`config.mk`:
```
export PLATFORM = sky130hd
export DESIGN_NAME = multimode_lock_table_flat
export DESIGN_NICKNAME = d
export VERILOG_FILES = /design/src/rtl/mlt_pkg.sv /design/src/rtl/mlt_if.sv /design/src/rtl/mlt_ctrl.sv /design/src/rtl/mlt_dp.sv /design/src/rtl/multimode_lock_table.sv /design/src/flat_wrapper.sv
export SDC_FILE = /design/constraint.sdc
export NUM_CORES = 2
export LEC_CHECK = 0
export BUFFER_PORTS_ARGS = -buffer_cell sky130_fd_sc_hd__buf_4
export CORE_UTILIZATION = 25
export CTS_BUF_LIST = sky130_fd_sc_hd__clkbuf_8
export DETAILED_ROUTE_END_ITERATION = 6
export GPL_ROUTABILITY_DRIVEN = 0
export PLACE_DENSITY = 0.5
export SKIP_LAST_GASP = 1
export SLEW_MARGIN = 20
export SYNTH_ARGS = -nofsm -noshare
export SYNTH_HDL_FRONTEND = slang
export SYNTH_SLANG_ARGS = --single-unit
```
`constraint.sdc`:
```
create_clock -name clk -period 11.64 [get_ports clk]
set_input_delay 2.328 -clock clk [delete_from_list [all_inputs] [get_ports clk]]
set_output_delay 2.328 -clock clk [all_outputs]
set_load 0.03 [all_outputs]
```
`src/rtl/mlt_pkg.sv`:
```
// Shared constants, codes, control types and mode functions for the lock table
package mlt_pkg;

	localparam int DEF_NUM_HEADS = 16;
	localparam int DEF_NUM_SLOTS = 32;
	localparam int DEF_KEY_BITS  = 32;
	localparam int DEF_TXN_BITS  = 8;
	localparam int MODE_BITS     = 3;
	localparam int MODE_MAX      = 6;

	// Input commands
	localparam logic [1:0] CMD_LOCK   = 2'd0;
	localparam logic [1:0] CMD_UNLOCK = 2'd1;
	localparam logic [1:0] CMD_ALL    = 2'd2;

	// Result kinds
	localparam logic [2:0] KIND_GRANT    = 3'd0;
	localparam logic [2:0] KIND_QUEUED   = 3'd1;
	localparam logic [2:0] KIND_WAKE     = 3'd2;
	localparam logic [2:0] KIND_DONE     = 3'd3;
	localparam logic [2:0] KIND_NOTFOUND = 3'd4;
	localparam logic [2:0] KIND_FULL     = 3'd5;

	// Datapath operations
	localparam logic [4:0] OP_NONE     = 5'd0;
	localparam logic [4:0] OP_LOAD     = 5'd1;
	localparam logic [4:0] OP_HNEXT    = 5'd2;
	localparam logic [4:0] OP_LFRESH   = 5'd3;
	localparam logic [4:0] OP_LSETUP   = 5'd4;
	localparam logic [4:0] OP_CNEXT    = 5'd5;
	localparam logic [4:0] OP_LAPPEND  = 5'd6;
	localparam logic [4:0] OP_UFIRST   = 5'd7;
	localparam logic [4:0] OP_SETS     = 5'd8;
	localparam logic [4:0] OP_RMSTART  = 5'd9;
	localparam logic [4:0] OP_SETFIRST = 5'd10;
	localparam logic [4:0] OP_PSTART   = 5'd11;
	localparam logic [4:0] OP_LINK     = 5'd12;
	localparam logic [4:0] OP_HFREE    = 5'd13;
	localparam logic [4:0] OP_RBSTART  = 5'd14;
	localparam logic [4:0] OP_RBA      = 5'd15;
	localparam logic [4:0] OP_RBGRANT  = 5'd16;
	localparam logic [4:0] OP_RBDONE   = 5'd17;
	localparam logic [4:0] OP_SNEXT    = 5'd18;

	// Compatibility rows: row is requested mode, bit is group mode
	localparam logic [6:0] COMPAT_TAB [0:6] = '{
		7'b0000000,
		7'b0011111,
		7'b0000111,
		7'b0001011,
		7'b0000011,
		7'b0001001,
		7'b0000001
	};

	typedef struct packed {
		logic [4:0] op;
		logic       emit;
		logic [2:0] kind;
		logic       last;
	} ctl_t;

	typedef struct packed {
		logic [1:0] cmd;
		logic       found;
		logic       head_hit;
		logic       h_last;
		logic       s_last;
		logic       fs_ok;
		logic       fh_ok;
		logic       c_end;
		logic       c_used;
		logic       c_txn_hit;
		logic       c_next_end;
		logic       c_next_is_s;
		logic       c_granted;
		logic       c_compat;
		logic       first_is_s;
		logic       first_end;
		logic       lock_grant;
		logic       out_free;
	} sts_t;

	function automatic logic compatible(input logic [2:0] req, input logic [2:0] grp);
		logic [6:0] row;
		row = '0;
		if (req <= 3'(MODE_MAX) && grp <= 3'(MODE_MAX)) begin
			row = COMPAT_TAB[req];
		end
		return (grp <= 3'(MODE_MAX)) ? row[grp] : 1'b0;
	endfunction

	function automatic logic [2:0] max_mode(input logic [2:0] a, input logic [2:0] b);
		return (a > b) ? a : b;
	endfunction

endpackage

```
`src/rtl/mlt_if.sv`:
```
// Command and result channel interfaces of the lock table
interface mlt_cmd_if #(
	parameter int KEY_BITS = mlt_pkg::DEF_KEY_BITS,
	parameter int TXN_BITS = mlt_pkg::DEF_TXN_BITS
);
	logic                valid;
	logic                ready;
	logic [1:0]          command;
	logic [TXN_BITS-1:0] txn_id;
	logic [KEY_BITS-1:0] lock_key;
	logic [2:0]          lock_mode;

	modport source (output valid, command, txn_id, lock_key, lock_mode, input ready);
	modport sink (input valid, command, txn_id, lock_key, lock_mode, output ready);
endinterface

interface mlt_res_if #(
	parameter int KEY_BITS = mlt_pkg::DEF_KEY_BITS,
	parameter int TXN_BITS = mlt_pkg::DEF_TXN_BITS
);
	logic                valid;
	logic                ready;
	logic [2:0]          kind;
	logic [TXN_BITS-1:0] out_txn;
	logic [KEY_BITS-1:0] out_key;
	logic [2:0]          out_mode;
	logic                last;

	modport source (output valid, kind, out_txn, out_key, out_mode, last, input ready);
	modport sink (input valid, kind, out_txn, out_key, out_mode, last, output ready);
endinterface

```
`src/rtl/mlt_ctrl.sv`:
```
// Controller state machine: sequences head search, list walks, removal and regrant
module mlt_ctrl (
	input  logic          clk,
	input  logic          arst_n,
	input  logic          in_valid,
	input  logic [1:0]    in_command,
	output logic          in_ready,
	input  mlt_pkg::sts_t sts,
	output mlt_pkg::ctl_t ctl
);

	localparam logic [3:0] ST_IDLE   = 4'd0;
	localparam logic [3:0] ST_FIND   = 4'd1;
	localparam logic [3:0] ST_LTAIL  = 4'd2;
	localparam logic [3:0] ST_UWALK  = 4'd3;
	localparam logic [3:0] ST_RMSTRT = 4'd4;
	localparam logic [3:0] ST_RMLINK = 4'd5;
	localparam logic [3:0] ST_RMPRED = 4'd6;
	localparam logic [3:0] ST_RMCHK  = 4'd7;
	localparam logic [3:0] ST_RBA    = 4'd8;
	localparam logic [3:0] ST_RBB    = 4'd9;
	localparam logic [3:0] ST_ADV    = 4'd10;
	localparam logic [3:0] ST_SWEEP  = 4'd11;
	localparam logic [3:0] ST_FINAL  = 4'd12;

	logic [3:0] state_q;
	logic [3:0] state_nxt;

	assign in_ready = (state_q == ST_IDLE);

	// Pick next state and datapath operation
	always_comb begin
		state_nxt = state_q;
		ctl       = '0;
		ctl.op    = mlt_pkg::OP_NONE;
		unique case (state_q)
			ST_IDLE: begin
				if (in_valid) begin
					ctl.op = mlt_pkg::OP_LOAD;
					case (in_command) inside
						mlt_pkg::CMD_LOCK, mlt_pkg::CMD_UNLOCK: state_nxt = ST_FIND;
						mlt_pkg::CMD_ALL: state_nxt = ST_SWEEP;
						default: state_nxt = ST_IDLE;
					endcase
				end
			end
			ST_FIND: begin
				if (sts.head_hit) begin
					if (sts.cmd == mlt_pkg::CMD_LOCK) begin
						if (sts.fs_ok) begin
							ctl.op    = mlt_pkg::OP_LSETUP;
							state_nxt = ST_LTAIL;
						end else if (sts.out_free) begin
							ctl.emit  = 1'b1;
							ctl.kind  = mlt_pkg::KIND_FULL;
							ctl.last  = 1'b1;
							state_nxt = ST_IDLE;
						end
					end else begin
						ctl.op    = mlt_pkg::OP_UFIRST;
						state_nxt = ST_UWALK;
					end
				end else if (sts.h_last) begin
					if (sts.out_free) begin
						ctl.emit  = 1'b1;
						ctl.last  = 1'b1;
						state_nxt = ST_IDLE;
						if (sts.cmd != mlt_pkg::CMD_LOCK) begin
							ctl.kind = mlt_pkg::KIND_NOTFOUND;
						end else if (sts.fs_ok && sts.fh_ok) begin
							ctl.op   = mlt_pkg::OP_LFRESH;
							ctl.kind = mlt_pkg::KIND_GRANT;
						end else begin
							ctl.kind = mlt_pkg::KIND_FULL;
						end
					end
				end else begin
					ctl.op = mlt_pkg::OP_HNEXT;
				end
			end
			ST_LTAIL: begin
				if (sts.c_next_end) begin
					if (sts.out_free) begin
						ctl.op    = mlt_pkg::OP_LAPPEND;
						ctl.emit  = 1'b1;
						ctl.kind  = sts.lock_grant ? mlt_pkg::KIND_GRANT : mlt_pkg::KIND_QUEUED;
						ctl.last  = 1'b1;
						state_nxt = ST_IDLE;
					end
				end else begin
					ctl.op = mlt_pkg::OP_CNEXT;
				end
			end
			ST_UWALK: begin
				if (sts.c_end) begin
					if (sts.out_free) begin
						ctl.emit  = 1'b1;
						ctl.kind  = mlt_pkg::KIND_NOTFOUND;
						ctl.last  = 1'b1;
						state_nxt = ST_IDLE;
					end
				end else if (sts.c_txn_hit) begin
					ctl.op    = mlt_pkg::OP_SETS;
					state_nxt = ST_RMSTRT;
				end else begin
					ctl.op = mlt_pkg::OP_CNEXT;
				end
			end
			ST_RMSTRT: begin
				ctl.op    = mlt_pkg::OP_RMSTART;
				state_nxt = ST_RMLINK;
			end
			ST_SWEEP: begin
				if (sts.c_used && sts.c_txn_hit) begin
					ctl.op    = mlt_pkg::OP_RMSTART;
					state_nxt = ST_RMLINK;
				end else if (sts.s_last) begin
					state_nxt = ST_FINAL;
				end else begin
					ctl.op = mlt_pkg::OP_SNEXT;
				end
			end
			ST_RMLINK: begin
				if (sts.first_is_s) begin
					ctl.op    = mlt_pkg::OP_SETFIRST;
					state_nxt = ST_RMCHK;
				end else begin
					ctl.op    = mlt_pkg::OP_PSTART;
					state_nxt = ST_RMPRED;
				end
			end
			ST_RMPRED: begin
				if (sts.c_next_is_s) begin
					ctl.op    = mlt_pkg::OP_LINK;
					state_nxt = ST_RMCHK;
				end else begin
					ctl.op = mlt_pkg::OP_CNEXT;
				end
			end
			ST_RMCHK: begin
				if (sts.first_end) begin
					ctl.op    = mlt_pkg::OP_HFREE;
					state_nxt = ST_ADV;
				end else begin
					ctl.op    = mlt_pkg::OP_RBSTART;
					state_nxt = ST_RBA;
				end
			end
			ST_RBA: begin
				if (sts.c_end) begin
					ctl.op    = mlt_pkg::OP_RBDONE;
					state_nxt = ST_ADV;
				end else if (sts.c_granted) begin
					ctl.op = mlt_pkg::OP_RBA;
				end else begin
					state_nxt = ST_RBB;
				end
			end
			ST_RBB: begin
				if (sts.c_end || !sts.c_compat) begin
					ctl.op    = mlt_pkg::OP_RBDONE;
					state_nxt = ST_ADV;
				end else if (sts.out_free) begin
					ctl.op   = mlt_pkg::OP_RBGRANT;
					ctl.emit = 1'b1;
					ctl.kind = mlt_pkg::KIND_WAKE;
				end
			end
			ST_ADV: begin
				if (sts.cmd == mlt_pkg::CMD_UNLOCK || sts.s_last) begin
					state_nxt = ST_FINAL;
				end else begin
					ctl.op    = mlt_pkg::OP_SNEXT;
					state_nxt = ST_SWEEP;
				end
			end
			ST_FINAL: begin
				if (sts.out_free) begin
					ctl.emit  = 1'b1;
					ctl.kind  = sts.found ? mlt_pkg::KIND_DONE : mlt_pkg::KIND_NOTFOUND;
					ctl.last  = 1'b1;
					state_nxt = ST_IDLE;
				end
			end
			default: state_nxt = ST_IDLE;
		endcase
	end

	// Hold state
	always_ff @(posedge clk or negedge arst_n) begin
		if (!arst_n) begin
			state_q <= ST_IDLE;
		end else begin
			state_q <= state_nxt;
		end
	end

endmodule

```
`src/rtl/mlt_dp.sv`:
```
// Datapath: head and slot tables, cursors, group mode and result register
module mlt_dp #(
	parameter int NUM_HEADS = mlt_pkg::DEF_NUM_HEADS,
	parameter int NUM_SLOTS = mlt_pkg::DEF_NUM_SLOTS,
	parameter int KEY_BITS  = mlt_pkg::DEF_KEY_BITS,
	parameter int TXN_BITS  = mlt_pkg::DEF_TXN_BITS
) (
	input  logic                clk,
	input  logic                arst_n,
	input  logic [1:0]          in_command,
	input  logic [TXN_BITS-1:0] in_txn,
	input  logic [KEY_BITS-1:0] in_key,
	input  logic [2:0]          in_mode,
	input  mlt_pkg::ctl_t       ctl,
	output mlt_pkg::sts_t       sts,
	output logic                res_valid,
	input  logic                res_ready,
	output logic [2:0]          res_kind,
	output logic [TXN_BITS-1:0] res_txn,
	output logic [KEY_BITS-1:0] res_key,
	output logic [2:0]          res_mode,
	output logic                res_last
);

	localparam int HIW = $clog2(NUM_HEADS);
	localparam int SIW = $clog2(NUM_SLOTS);
	localparam int SPW = $clog2(NUM_SLOTS + 1);
	localparam logic [SPW-1:0] END_PTR = SPW'(NUM_SLOTS);

	// Tables
	logic                head_used_q  [NUM_HEADS];
	logic [KEY_BITS-1:0] head_key_q   [NUM_HEADS];
	logic [2:0]          head_gm_q    [NUM_HEADS];
	logic                head_wait_q  [NUM_HEADS];
	logic [SPW-1:0]      head_first_q [NUM_HEADS];
	logic                slot_used_q  [NUM_SLOTS];
	logic [SPW-1:0]      slot_next_q  [NUM_SLOTS];
	logic [HIW-1:0]      slot_head_q  [NUM_SLOTS];
	logic [2:0]          slot_mode_q  [NUM_SLOTS];
	logic                slot_gr_q    [NUM_SLOTS];
	logic [TXN_BITS-1:0] slot_txn_q   [NUM_SLOTS];

	// Item and walk registers
	logic [1:0]          cmd_q;
	logic [TXN_BITS-1:0] txn_q;
	logic [KEY_BITS-1:0] key_q;
	logic [2:0]          mode_q;
	logic [HIW-1:0]      h_q;
	logic [SPW-1:0]      c_q;
	logic [SPW-1:0]      s_q;
	logic [SPW-1:0]      snext_q;
	logic [2:0]          m_q;
	logic [2:0]          g_q;
	logic                found_q;
	logic                ov_q;

	logic [SIW-1:0] ci;
	logic [SIW-1:0] si;
	logic [SIW-1:0] fs;
	logic [HIW-1:0] fh;
	logic           fs_ok;
	logic           fh_ok;
	logic           out_free;
	logic           grant;

	assign ci       = c_q[SIW-1:0];
	assign si       = s_q[SIW-1:0];
	assign out_free = !ov_q || res_ready;
	assign grant    = !head_wait_q[h_q] && mlt_pkg::compatible(mode_q, head_gm_q[h_q]);

	// Find the lowest free slot and head
	always_comb begin
		fs    = '0;
		fs_ok = 1'b0;
		for (int i = NUM_SLOTS - 1; i >= 0; i--) begin
			if (!slot_used_q[i]) begin
				fs    = SIW'(i);
				fs_ok = 1'b1;
			end
		end
	end

	always_comb begin
		fh    = '0;
		fh_ok = 1'b0;
		for (int i = NUM_HEADS - 1; i >= 0; i--) begin
			if (!head_used_q[i]) begin
				fh    = HIW'(i);
				fh_ok = 1'b1;
			end
		end
	end

	// Status to the controller
	always_comb begin
		sts             = '0;
		sts.cmd         = cmd_q;
		sts.found       = found_q;
		sts.head_hit    = head_used_q[h_q] && (head_key_q[h_q] == key_q);
		sts.h_last      = (h_q == HIW'(NUM_HEADS - 1));
		sts.s_last      = (s_q == SPW'(NUM_SLOTS - 1));
		sts.fs_ok       = fs_ok;
		sts.fh_ok       = fh_ok;
		sts.c_end       = (c_q == END_PTR);
		sts.c_used      = slot_used_q[ci];
		sts.c_txn_hit   = (slot_txn_q[ci] == txn_q);
		sts.c_next_end  = (slot_next_q[ci] == END_PTR);
		sts.c_next_is_s = (slot_next_q[ci] == s_q);
		sts.c_granted   = slot_gr_q[ci];
		sts.c_compat    = mlt_pkg::compatible(slot_mode_q[ci], g_q);
		sts.first_is_s  = (head_first_q[h_q] == s_q);
		sts.first_end   = (head_first_q[h_q] == END_PTR);
		sts.lock_grant  = grant;
		sts.out_free    = out_free;
	end

	// Control state of the tables and walk registers
	always_ff @(posedge clk or negedge arst_n) begin
		if (!arst_n) begin
			for (int i = 0; i < NUM_HEADS; i++) begin
				head_used_q[i] <= 1'b0;
				head_gm_q[i]   <= '0;
				head_wait_q[i] <= 1'b0;
			end
			for (int i = 0; i < NUM_SLOTS; i++) begin
				slot_used_q[i] <= 1'b0;
			end
			cmd_q   <= '0;
			h_q     <= '0;
			c_q     <= '0;
			s_q     <= '0;
			g_q     <= '0;
			found_q <= 1'b0;
			ov_q    <= 1'b0;
		end else begin
			case (ctl.op)
				mlt_pkg::OP_LOAD: begin
					cmd_q   <= in_command;
					h_q     <= '0;
					c_q     <= '0;
					s_q     <= '0;
					found_q <= 1'b0;
				end
				mlt_pkg::OP_HNEXT: h_q <= h_q + 1'b1;
				mlt_pkg::OP_LFRESH: begin
					slot_used_q[fs] <= 1'b1;
					head_used_q[fh] <= 1'b1;
					head_gm_q[fh]   <= mode_q;
					head_wait_q[fh] <= 1'b0;
				end
				mlt_pkg::OP_LSETUP: begin
					s_q <= SPW'(fs);
					c_q <= head_first_q[h_q];
				end
				mlt_pkg::OP_CNEXT: c_q <= slot_next_q[ci];
				mlt_pkg::OP_LAPPEND: begin
					slot_used_q[si] <= 1'b1;
					if (grant) begin
						head_gm_q[h_q] <= mlt_pkg::max_mode(mode_q, head_gm_q[h_q]);
					end else begin
						head_wait_q[h_q] <= 1'b1;
					end
				end
				mlt_pkg::OP_UFIRST: c_q <= head_first_q[h_q];
				mlt_pkg::OP_SETS: s_q <= c_q;
				mlt_pkg::OP_RMSTART: begin
					slot_used_q[ci] <= 1'b0;
					h_q             <= slot_head_q[ci];
					found_q         <= 1'b1;
				end
				mlt_pkg::OP_PSTART: c_q <= head_first_q[h_q];
				mlt_pkg::OP_HFREE: begin
					head_used_q[h_q] <= 1'b0;
					head_gm_q[h_q]   <= '0;
					head_wait_q[h_q] <= 1'b0;
				end
				mlt_pkg::OP_RBSTART: begin
					c_q <= head_first_q[h_q];
					g_q <= '0;
				end
				mlt_pkg::OP_RBA, mlt_pkg::OP_RBGRANT: begin
					g_q <= mlt_pkg::max_mode(slot_mode_q[ci], g_q);
					c_q <= slot_next_q[ci];
				end
				mlt_pkg::OP_RBDONE: begin
					head_gm_q[h_q]   <= g_q;
					head_wait_q[h_q] <= (c_q != END_PTR);
				end
				mlt_pkg::OP_SNEXT: begin
					s_q <= s_q + 1'b1;
					c_q <= s_q + 1'b1;
				end
				default: ;
			endcase
			// Load or drop the result item
			if (ctl.emit) begin
				ov_q <= 1'b1;
			end else if (res_ready) begin
				ov_q <= 1'b0;
			end
		end
	end

	// Payload of the tables and item registers
	always_ff @(posedge clk) begin
		case (ctl.op)
			mlt_pkg::OP_LOAD: begin
				txn_q  <= in_txn;
				key_q  <= in_key;
				mode_q <= in_mode;
			end
			mlt_pkg::OP_LFRESH: begin
				slot_next_q[fs]  <= END_PTR;
				slot_head_q[fs]  <= fh;
				slot_mode_q[fs]  <= mode_q;
				slot_txn_q[fs]   <= txn_q;
				slot_gr_q[fs]    <= 1'b1;
				head_key_q[fh]   <= key_q;
				head_first_q[fh] <= SPW'(fs);
			end
			mlt_pkg::OP_LAPPEND: begin
				slot_next_q[ci] <= s_q;
				slot_next_q[si] <= END_PTR;
				slot_head_q[si] <= h_q;
				slot_mode_q[si] <= mode_q;
				slot_txn_q[si]  <= txn_q;
				slot_gr_q[si]   <= grant;
			end
			mlt_pkg::OP_RMSTART: begin
				snext_q <= slot_next_q[ci];
				m_q     <= slot_mode_q[ci];
			end
			mlt_pkg::OP_SETFIRST: head_first_q[h_q] <= snext_q;
			mlt_pkg::OP_LINK: slot_next_q[ci] <= snext_q;
			mlt_pkg::OP_RBGRANT: slot_gr_q[ci] <= 1'b1;
			default: ;
		endcase
		// Build the result payload by kind
		if (ctl.emit) begin
			res_kind <= ctl.kind;
			res_last <= ctl.last;
			res_txn  <= txn_q;
			res_key  <= key_q;
			res_mode <= mode_q;
			case (ctl.kind)
				mlt_pkg::KIND_WAKE: begin
					res_txn  <= slot_txn_q[ci];
					res_key  <= head_key_q[h_q];
					res_mode <= slot_mode_q[ci];
				end
				mlt_pkg::KIND_DONE: begin
					res_mode <= (cmd_q == mlt_pkg::CMD_UNLOCK) ? m_q : 3'd0;
					if (cmd_q == mlt_pkg::CMD_ALL) begin
						res_key <= '0;
					end
				end
				mlt_pkg::KIND_NOTFOUND: begin
					res_mode <= 3'd0;
					if (cmd_q == mlt_pkg::CMD_ALL) begin
						res_key <= '0;
					end
				end
				default: ;
			endcase
		end
	end

	assign res_valid = ov_q;

endmodule

```
`src/rtl/multimode_lock_table.sv`:
```
// Top level of the multimode lock table: controller, datapath and channel wiring
//
//  channel  modport  role     payload
//  cmd_ch   sink     command  command, txn_id, lock_key, lock_mode
//  res_ch   source   result   kind, out_txn, out_key, out_mode, last
//
// One command at a time. A key lookup scans heads one per cycle (up to NUM_HEADS),
// then list walks take one slot per cycle; a removal costs a predecessor walk plus
// a regrant walk, so unlock-all sweeps NUM_SLOTS slots plus those walks per hit.
// Results are registered until res_ch takes them; a stalled result holds the walk.
// Reset clears every used bit at once: no clearing pass.
module multimode_lock_table #(
	parameter int NUM_HEADS = mlt_pkg::DEF_NUM_HEADS,
	parameter int NUM_SLOTS = mlt_pkg::DEF_NUM_SLOTS,
	parameter int KEY_BITS  = mlt_pkg::DEF_KEY_BITS,
	parameter int TXN_BITS  = mlt_pkg::DEF_TXN_BITS
) (
	input logic      clk,
	input logic      arst_n,
	mlt_cmd_if.sink  cmd_ch,
	mlt_res_if.source res_ch
);

	mlt_pkg::ctl_t ctl;
	mlt_pkg::sts_t sts;
	logic          in_ready;

	assign cmd_ch.ready = in_ready;

	mlt_ctrl u_ctrl (
		.clk        (clk),
		.arst_n     (arst_n),
		.in_valid   (cmd_ch.valid),
		.in_command (cmd_ch.command),
		.in_ready   (in_ready),
		.sts        (sts),
		.ctl        (ctl)
	);

	mlt_dp #(
		.NUM_HEADS (NUM_HEADS),
		.NUM_SLOTS (NUM_SLOTS),
		.KEY_BITS  (KEY_BITS),
		.TXN_BITS  (TXN_BITS)
	) u_dp (
		.clk        (clk),
		.arst_n     (arst_n),
		.in_command (cmd_ch.command),
		.in_txn     (cmd_ch.txn_id),
		.in_key     (cmd_ch.lock_key),
		.in_mode    (cmd_ch.lock_mode),
		.ctl        (ctl),
		.sts        (sts),
		.res_valid  (res_ch.valid),
		.res_ready  (res_ch.ready),
		.res_kind   (res_ch.kind),
		.res_txn    (res_ch.out_txn),
		.res_key    (res_ch.out_key),
		.res_mode   (res_ch.out_mode),
		.res_last   (res_ch.last)
	);

endmodule

```
`src/flat_wrapper.sv`:
```
// flat-port wrapper written by rule: the top's interface ports become plain ports
module multimode_lock_table_flat 
#(
	parameter int NUM_HEADS = mlt_pkg::DEF_NUM_HEADS,
	parameter int NUM_SLOTS = mlt_pkg::DEF_NUM_SLOTS,
	parameter int KEY_BITS  = mlt_pkg::DEF_KEY_BITS,
	parameter int TXN_BITS  = mlt_pkg::DEF_TXN_BITS
)
  (clk, arst_n, cmd_ch_valid, cmd_ch_command, cmd_ch_txn_id, cmd_ch_lock_key, cmd_ch_lock_mode, cmd_ch_ready, res_ch_valid, res_ch_kind, res_ch_out_txn, res_ch_out_key, res_ch_out_mode, res_ch_last, res_ch_ready);
  mlt_cmd_if #(.KEY_BITS(KEY_BITS), .TXN_BITS(TXN_BITS)) cmd_ch_i ();
  mlt_res_if #(.KEY_BITS(KEY_BITS), .TXN_BITS(TXN_BITS)) res_ch_i ();
  input logic clk;
  input logic arst_n;
  input wire logic [$bits(cmd_ch_i.valid)-1:0] cmd_ch_valid;
  input wire logic [$bits(cmd_ch_i.command)-1:0] cmd_ch_command;
  input wire logic [$bits(cmd_ch_i.txn_id)-1:0] cmd_ch_txn_id;
  input wire logic [$bits(cmd_ch_i.lock_key)-1:0] cmd_ch_lock_key;
  input wire logic [$bits(cmd_ch_i.lock_mode)-1:0] cmd_ch_lock_mode;
  output wire logic [$bits(cmd_ch_i.ready)-1:0] cmd_ch_ready;
  output wire logic [$bits(res_ch_i.valid)-1:0] res_ch_valid;
  output wire logic [$bits(res_ch_i.kind)-1:0] res_ch_kind;
  output wire logic [$bits(res_ch_i.out_txn)-1:0] res_ch_out_txn;
  output wire logic [$bits(res_ch_i.out_key)-1:0] res_ch_out_key;
  output wire logic [$bits(res_ch_i.out_mode)-1:0] res_ch_out_mode;
  output wire logic [$bits(res_ch_i.last)-1:0] res_ch_last;
  input wire logic [$bits(res_ch_i.ready)-1:0] res_ch_ready;
  assign cmd_ch_i.valid = cmd_ch_valid;
  assign cmd_ch_i.command = cmd_ch_command;
  assign cmd_ch_i.txn_id = cmd_ch_txn_id;
  assign cmd_ch_i.lock_key = cmd_ch_lock_key;
  assign cmd_ch_i.lock_mode = cmd_ch_lock_mode;
  assign cmd_ch_ready = cmd_ch_i.ready;
  assign res_ch_valid = res_ch_i.valid;
  assign res_ch_kind = res_ch_i.kind;
  assign res_ch_out_txn = res_ch_i.out_txn;
  assign res_ch_out_key = res_ch_i.out_key;
  assign res_ch_out_mode = res_ch_i.out_mode;
  assign res_ch_last = res_ch_i.last;
  assign res_ch_i.ready = res_ch_ready;
  multimode_lock_table #(.NUM_HEADS(NUM_HEADS), .NUM_SLOTS(NUM_SLOTS), .KEY_BITS(KEY_BITS), .TXN_BITS(TXN_BITS)) u_core (.clk(clk), .arst_n(arst_n), .cmd_ch(cmd_ch_i), .res_ch(res_ch_i));
endmodule
```
==> flow_metrics.py <==
metrics = {
    "worst_setup_path": {
        "r2r_start": "u_core.u_dp.c_q[1]",
        "cp-start-kind": "flip-flop",
        "critPathMaxFanout": 80,
        "critPathCapture": "u_core.u_dp.slot_head_q[3][3]",
        "r2r_cells": 14,
        "arrival_ns": 8.71,
        "reg2reg_slack_ns": 3.44,
        "critPathKind": "reg -> reg",
        "required_ns": 12.16,
        "end_kind": "flip-flop",
        "rr_endpoint": "u_core.u_dp.slot_head_q[3][3]",
        "critPathLaunch": "u_core.u_dp.c_q[1]",
    },
    "pwr": {
        "ir_drop_v": 0.000140,
        "p_int_w": 0.0109,
        "power.density_nw_per_um2": 218,
        "p_leak_nw": 25.3,
        "p_total_w": 0.0171,
        "sequentialPowerShare_pct": 40.4,
        "p_sw_share_pct": 36.3,
        "combinationalPowerShare_pct": 31.1,
        "p_clk_share_pct": 28.5,
        "p_sw_w": 0.00618,
    },
    "clock_tree": {
        "clk_pin_slew_ns": 0.06,
        "cts_tree": "done",
        "cts_buffer_depth": 4,
        "cts-root-buf": "clkbuf_8",
        "clock_sinks": 1550,
        "insertion_delay_ns": 0.94,
        "cts_buffers": 273,
        "htree_levels": 5,
        "cts_hold_buf": 0,
        "cts_setup_buffers": 0,
        "cts_resized": 0,
    },
    "timing": {
        "drv_slew": 0,
        "skew_ns": 0.0943,
        "timing.fmax_ghz": 0.122,
        "fin_setup_tns_ns": 0,
        "min_period_ns": 8.20,
        "setup_viol": 0,
        "rsz0062_at_grt": "false",
        "fin_ws_ns": 3.44,
        "layout_worst_path_cycle_share_pct": 70.4,
        "tightest_slew_ns": 1.23,
        "whs_ns": 0.463,
        "final-hold-violation-count": 0,
        "slew_headroom_pct": 16.9,
    },
    "floorplan": {
        "dieArea_sq_um": 274000,
        "coreArea_sq_um": 271000,
        "initial_utilization_pct": 25.1,
        "ios": 98,
        "die_w_um": 524,
        "die_h_um": 524,
        "rows": 191,
    },
    "yosys": {
        "ys_warn_count": 0,
        "ys_ff_latch": 1550,
        "synth.distinct_cells": 94,
        "netlist_area_sq_um": 68100,
        "async_flop_share_pct": 8.97,
        "ys_dominant_reg_cell": "edfxtp_1",
        "synth-edff-count": 1219,
        "synth_area_per_cell_sq_um": 14.1,
        "yosysSeqAreaShare_pct": 64.5,
        "synth_fp_nets": 4896,
        "syn_inst": 4825,
    },
    "detailed_routing": {
        "viasPerCell": 5.08,
        "wl_mm": 225,
        "dr.pass1.iters": 6,
        "ant_nets": 0,
        "drt_iter0_markers": 4322,
        "post_drt_wl_per_cell_um": 25.6,
        "drc": 0,
        "vias": 44700,
    },
    "global_route": {
        "grt_max_degree": 128,
        "grt_pass1_vias": 44400,
        "grt_pass1_wl_mm": 321,
        "grt.total_usage_pct": 15.9,
        "grt_overflow_total": 0,
        "antenna_found_initial": 10,
    },
    "job": {
        "max_cap_viol_count": 0,
    },
    "finish": {
        "final_area_sq_um": 78300,
        "area_growth_pct": 15.0,
        "final_nets": 5095,
        "drive_above_1_share_pct": 17.2,
        "fillers": 27200,
    },
    "place": {
        "place_hpwl_mm": 143,
        "dpl_cell_area_sq_um": 73100,
        "place_ws_ns": 3.56,
        "place.port_buffers": 97,
    },
    "run_status": {
        "status": "completed",
    },
    "hold_path": {
        "hp-class": "reg -> reg",
        "min_from": "u_core.u_dp.slot_next_q[20][5]",
    },
}
synthesized netlist by cell type (30+ instances only):
library cell / instances / area share [%]
edfxtp_1: 1219 / 54
mux2i_1: 491 / 7.2
nor2_1: 416 / 2.3
nand2_1: 258 / 1.4
o21ai_0: 213 / 1.6
o22ai_1: 193 / 1.8
dfxtp_1: 192 / 5.6
mux4_2: 179 / 5.9
clkbuf_1: 168 / 0.93
a21oi_1: 142 / 1.0
dfrtp_1: 139 / 5.1
a211oi_1: 112 / 1.2
inv_1: 78 / 0.43
nor3_1: 71 / 0.52
buf_2: 63 / 0.46
nand3_1: 56 / 0.41
a22o_1: 48 / 0.62
a22oi_1: 46 / 0.51
nor4_1: 44 / 0.40
nand2b_1: 39 / 0.36
buf_1: 34 / 0.19
a31oi_1: 32 / 0.29
and2_1: 31 / 0.28
xnor2_1: 30 / 0.39
cells in the final DEF (no fill, tap or decap), drive strengths merged, types with 23 or more instances in the layout:
| master | synthesis | layout |
|---|---|---|
| o211ai | 28 | 28 |
| a21oi | 151 | 151 |
| nor2 | 416 | 416 |
| buf | 127 | 219 |
| a22o | 48 | 48 |
| and3 | 26 | 26 |
| clkbuf | 168 | 296 |
| edfxtp | 1219 | 1219 |
| nor3 | 71 | 71 |
| nor2b | 23 | 23 |
| nand3 | 56 | 56 |
| dfxtp | 192 | 192 |
| mux2i | 491 | 491 |
| inv | 80 | 169 |
| and2 | 35 | 35 |
| mux2 | 26 | 26 |
| o22ai | 193 | 193 |
| nand2b | 39 | 39 |
| nand2 | 258 | 258 |
| o221ai | 25 | 25 |
| o21ai | 223 | 223 |
| a31oi | 32 | 32 |
| dfrtp | 139 | 139 |
| a22oi | 46 | 46 |
| mux4 | 190 | 190 |
| xnor2 | 30 | 30 |
| clkinv | 2 | 82 |
| a211oi | 120 | 120 |
| nor4 | 44 | 44 |
area by class of cell:
| type | instances | area (sq um) | share of cell area [%] |
|---|---|---|---|
| tap | 3570 | 4470 | 5.71 |
| sequential | 1550 | 43900 | 56.2 |
| antenna | 5 | 12.5 | 0.0160 |
| clock inverter | 186 | 1060 | 1.36 |
| timing repair buffer | 219 | 1710 | 2.18 |
| inverter | 82 | 312 | 0.398 |
| clock buffer | 296 | 4070 | 5.21 |
| multi-input combinational | 2898 | 22700 | 29.0 |
metrics by stage:
stage	instances	utilization, %
after floorplan	4825	-
after global placement	8318	27.0
after detailed placement	8318	27.0
after CTS	8800	28.9
after global routing	8803	28.9
final	8806	28.9
flip-flops by register name, summed over array words and instances, names as in the netlist, 4 cells and up, named ones only:
| signal | flops |
|---|---|
| u_core.u_dp.slot_used_q | 32 |
| u_core.u_dp.head_wait_q | 16 |
| u_core.u_dp.res_txn | 8 |
| u_core.u_ctrl.state_q | 4 |
| u_core.u_dp.head_key_q | 512 |
| u_core.u_dp.slot_mode_q | 96 |
| u_core.u_dp.txn_q | 8 |
| u_core.u_dp.c_q | 6 |
| u_core.u_dp.slot_gr_q | 32 |
| u_core.u_dp.s_q | 6 |
| u_core.u_dp.slot_txn_q | 256 |
| u_core.u_dp.head_used_q | 16 |
| u_core.u_dp.h_q | 4 |
| u_core.u_dp.slot_next_q | 192 |
| u_core.u_dp.head_first_q | 96 |
| u_core.u_dp.slot_head_q | 128 |
| u_core.u_dp.key_q | 32 |
| u_core.u_dp.res_key | 32 |
| u_core.u_dp.snext_q | 6 |
routing by layer:
metal / GRT usage (%) / vias up / share of wire (%)
li1: - / 19400 / -
met1: 21.7 / 23100 / 44
met2: 25.5 / 1832 / 47
met3: 2.79 / 355 / 6.7
met4: 5.51 / 6 / 3.1
met5: 0 / - / 0.017
critical path, cell delays in order (launching register included):
cell and delay [ns]:
dfrtp_4 0.60, buf_12 0.47, buf_4 0.65, mux2i_1 0.45
o22ai_1 0.17, nor4_1 0.77, a21oi_1 0.13, nor4_1 0.49
nand4_1 0.60, or3_1 0.60, and4b_1 0.27, and2_1 0.19
o32ai_2 0.98, nand2_1 0.40, nor2_2 0.87
power groups by stage:
| stage | clock network [W] | registers (W) | logic [W] |
|---|---|---|---|
| floorplan | 0 | 0.00687 | 0.00345 |
| global placement | 0 | 0.00699 | 0.00523 |
| detailed placement | 0 | 0.00700 | 0.00524 |
| CTS | 0.00498 | 0.00689 | 0.00526 |
| global route | 0.00522 | 0.00694 | 0.00560 |
| finish | 0.00485 | 0.00689 | 0.00530 |
worst min path at each step:
| stage | endpoint | slack, ns | cells past startpoint |
|---|---|---|---|
| 3_3_place_gp | u_core.u_dp.slot_next_q[8][5] | 0.45 | 1 |
| 3_5_place_dp | u_core.u_dp.slot_next_q[20][5] | 0.45 | 2 |
| 6_report | u_core.u_dp.slot_next_q[20][5] | 0.46 | 2 |
| 4_1_cts | u_core.u_dp.slot_next_q[20][5] | 0.46 | 2 |
| 2_1_floorplan | u_core.u_dp.slot_next_q[0][5] | 0.43 | 1 |
| 5_1_grt | u_core.u_dp.slot_next_q[25][5] | 0.48 | 2 |
kinds of logic after synthesis:
kind of cell | synth area share, %
and+or+nand+nor | 7.34
muxes | 14.0
buffers and inverters | 2.56
DFF | 64.5
xor gates and xnor gates | 0.579
adders and majority gates | 0.404
AOI/OAI and AO/OA | 10.6
Power figures use the tool's default switching activity.
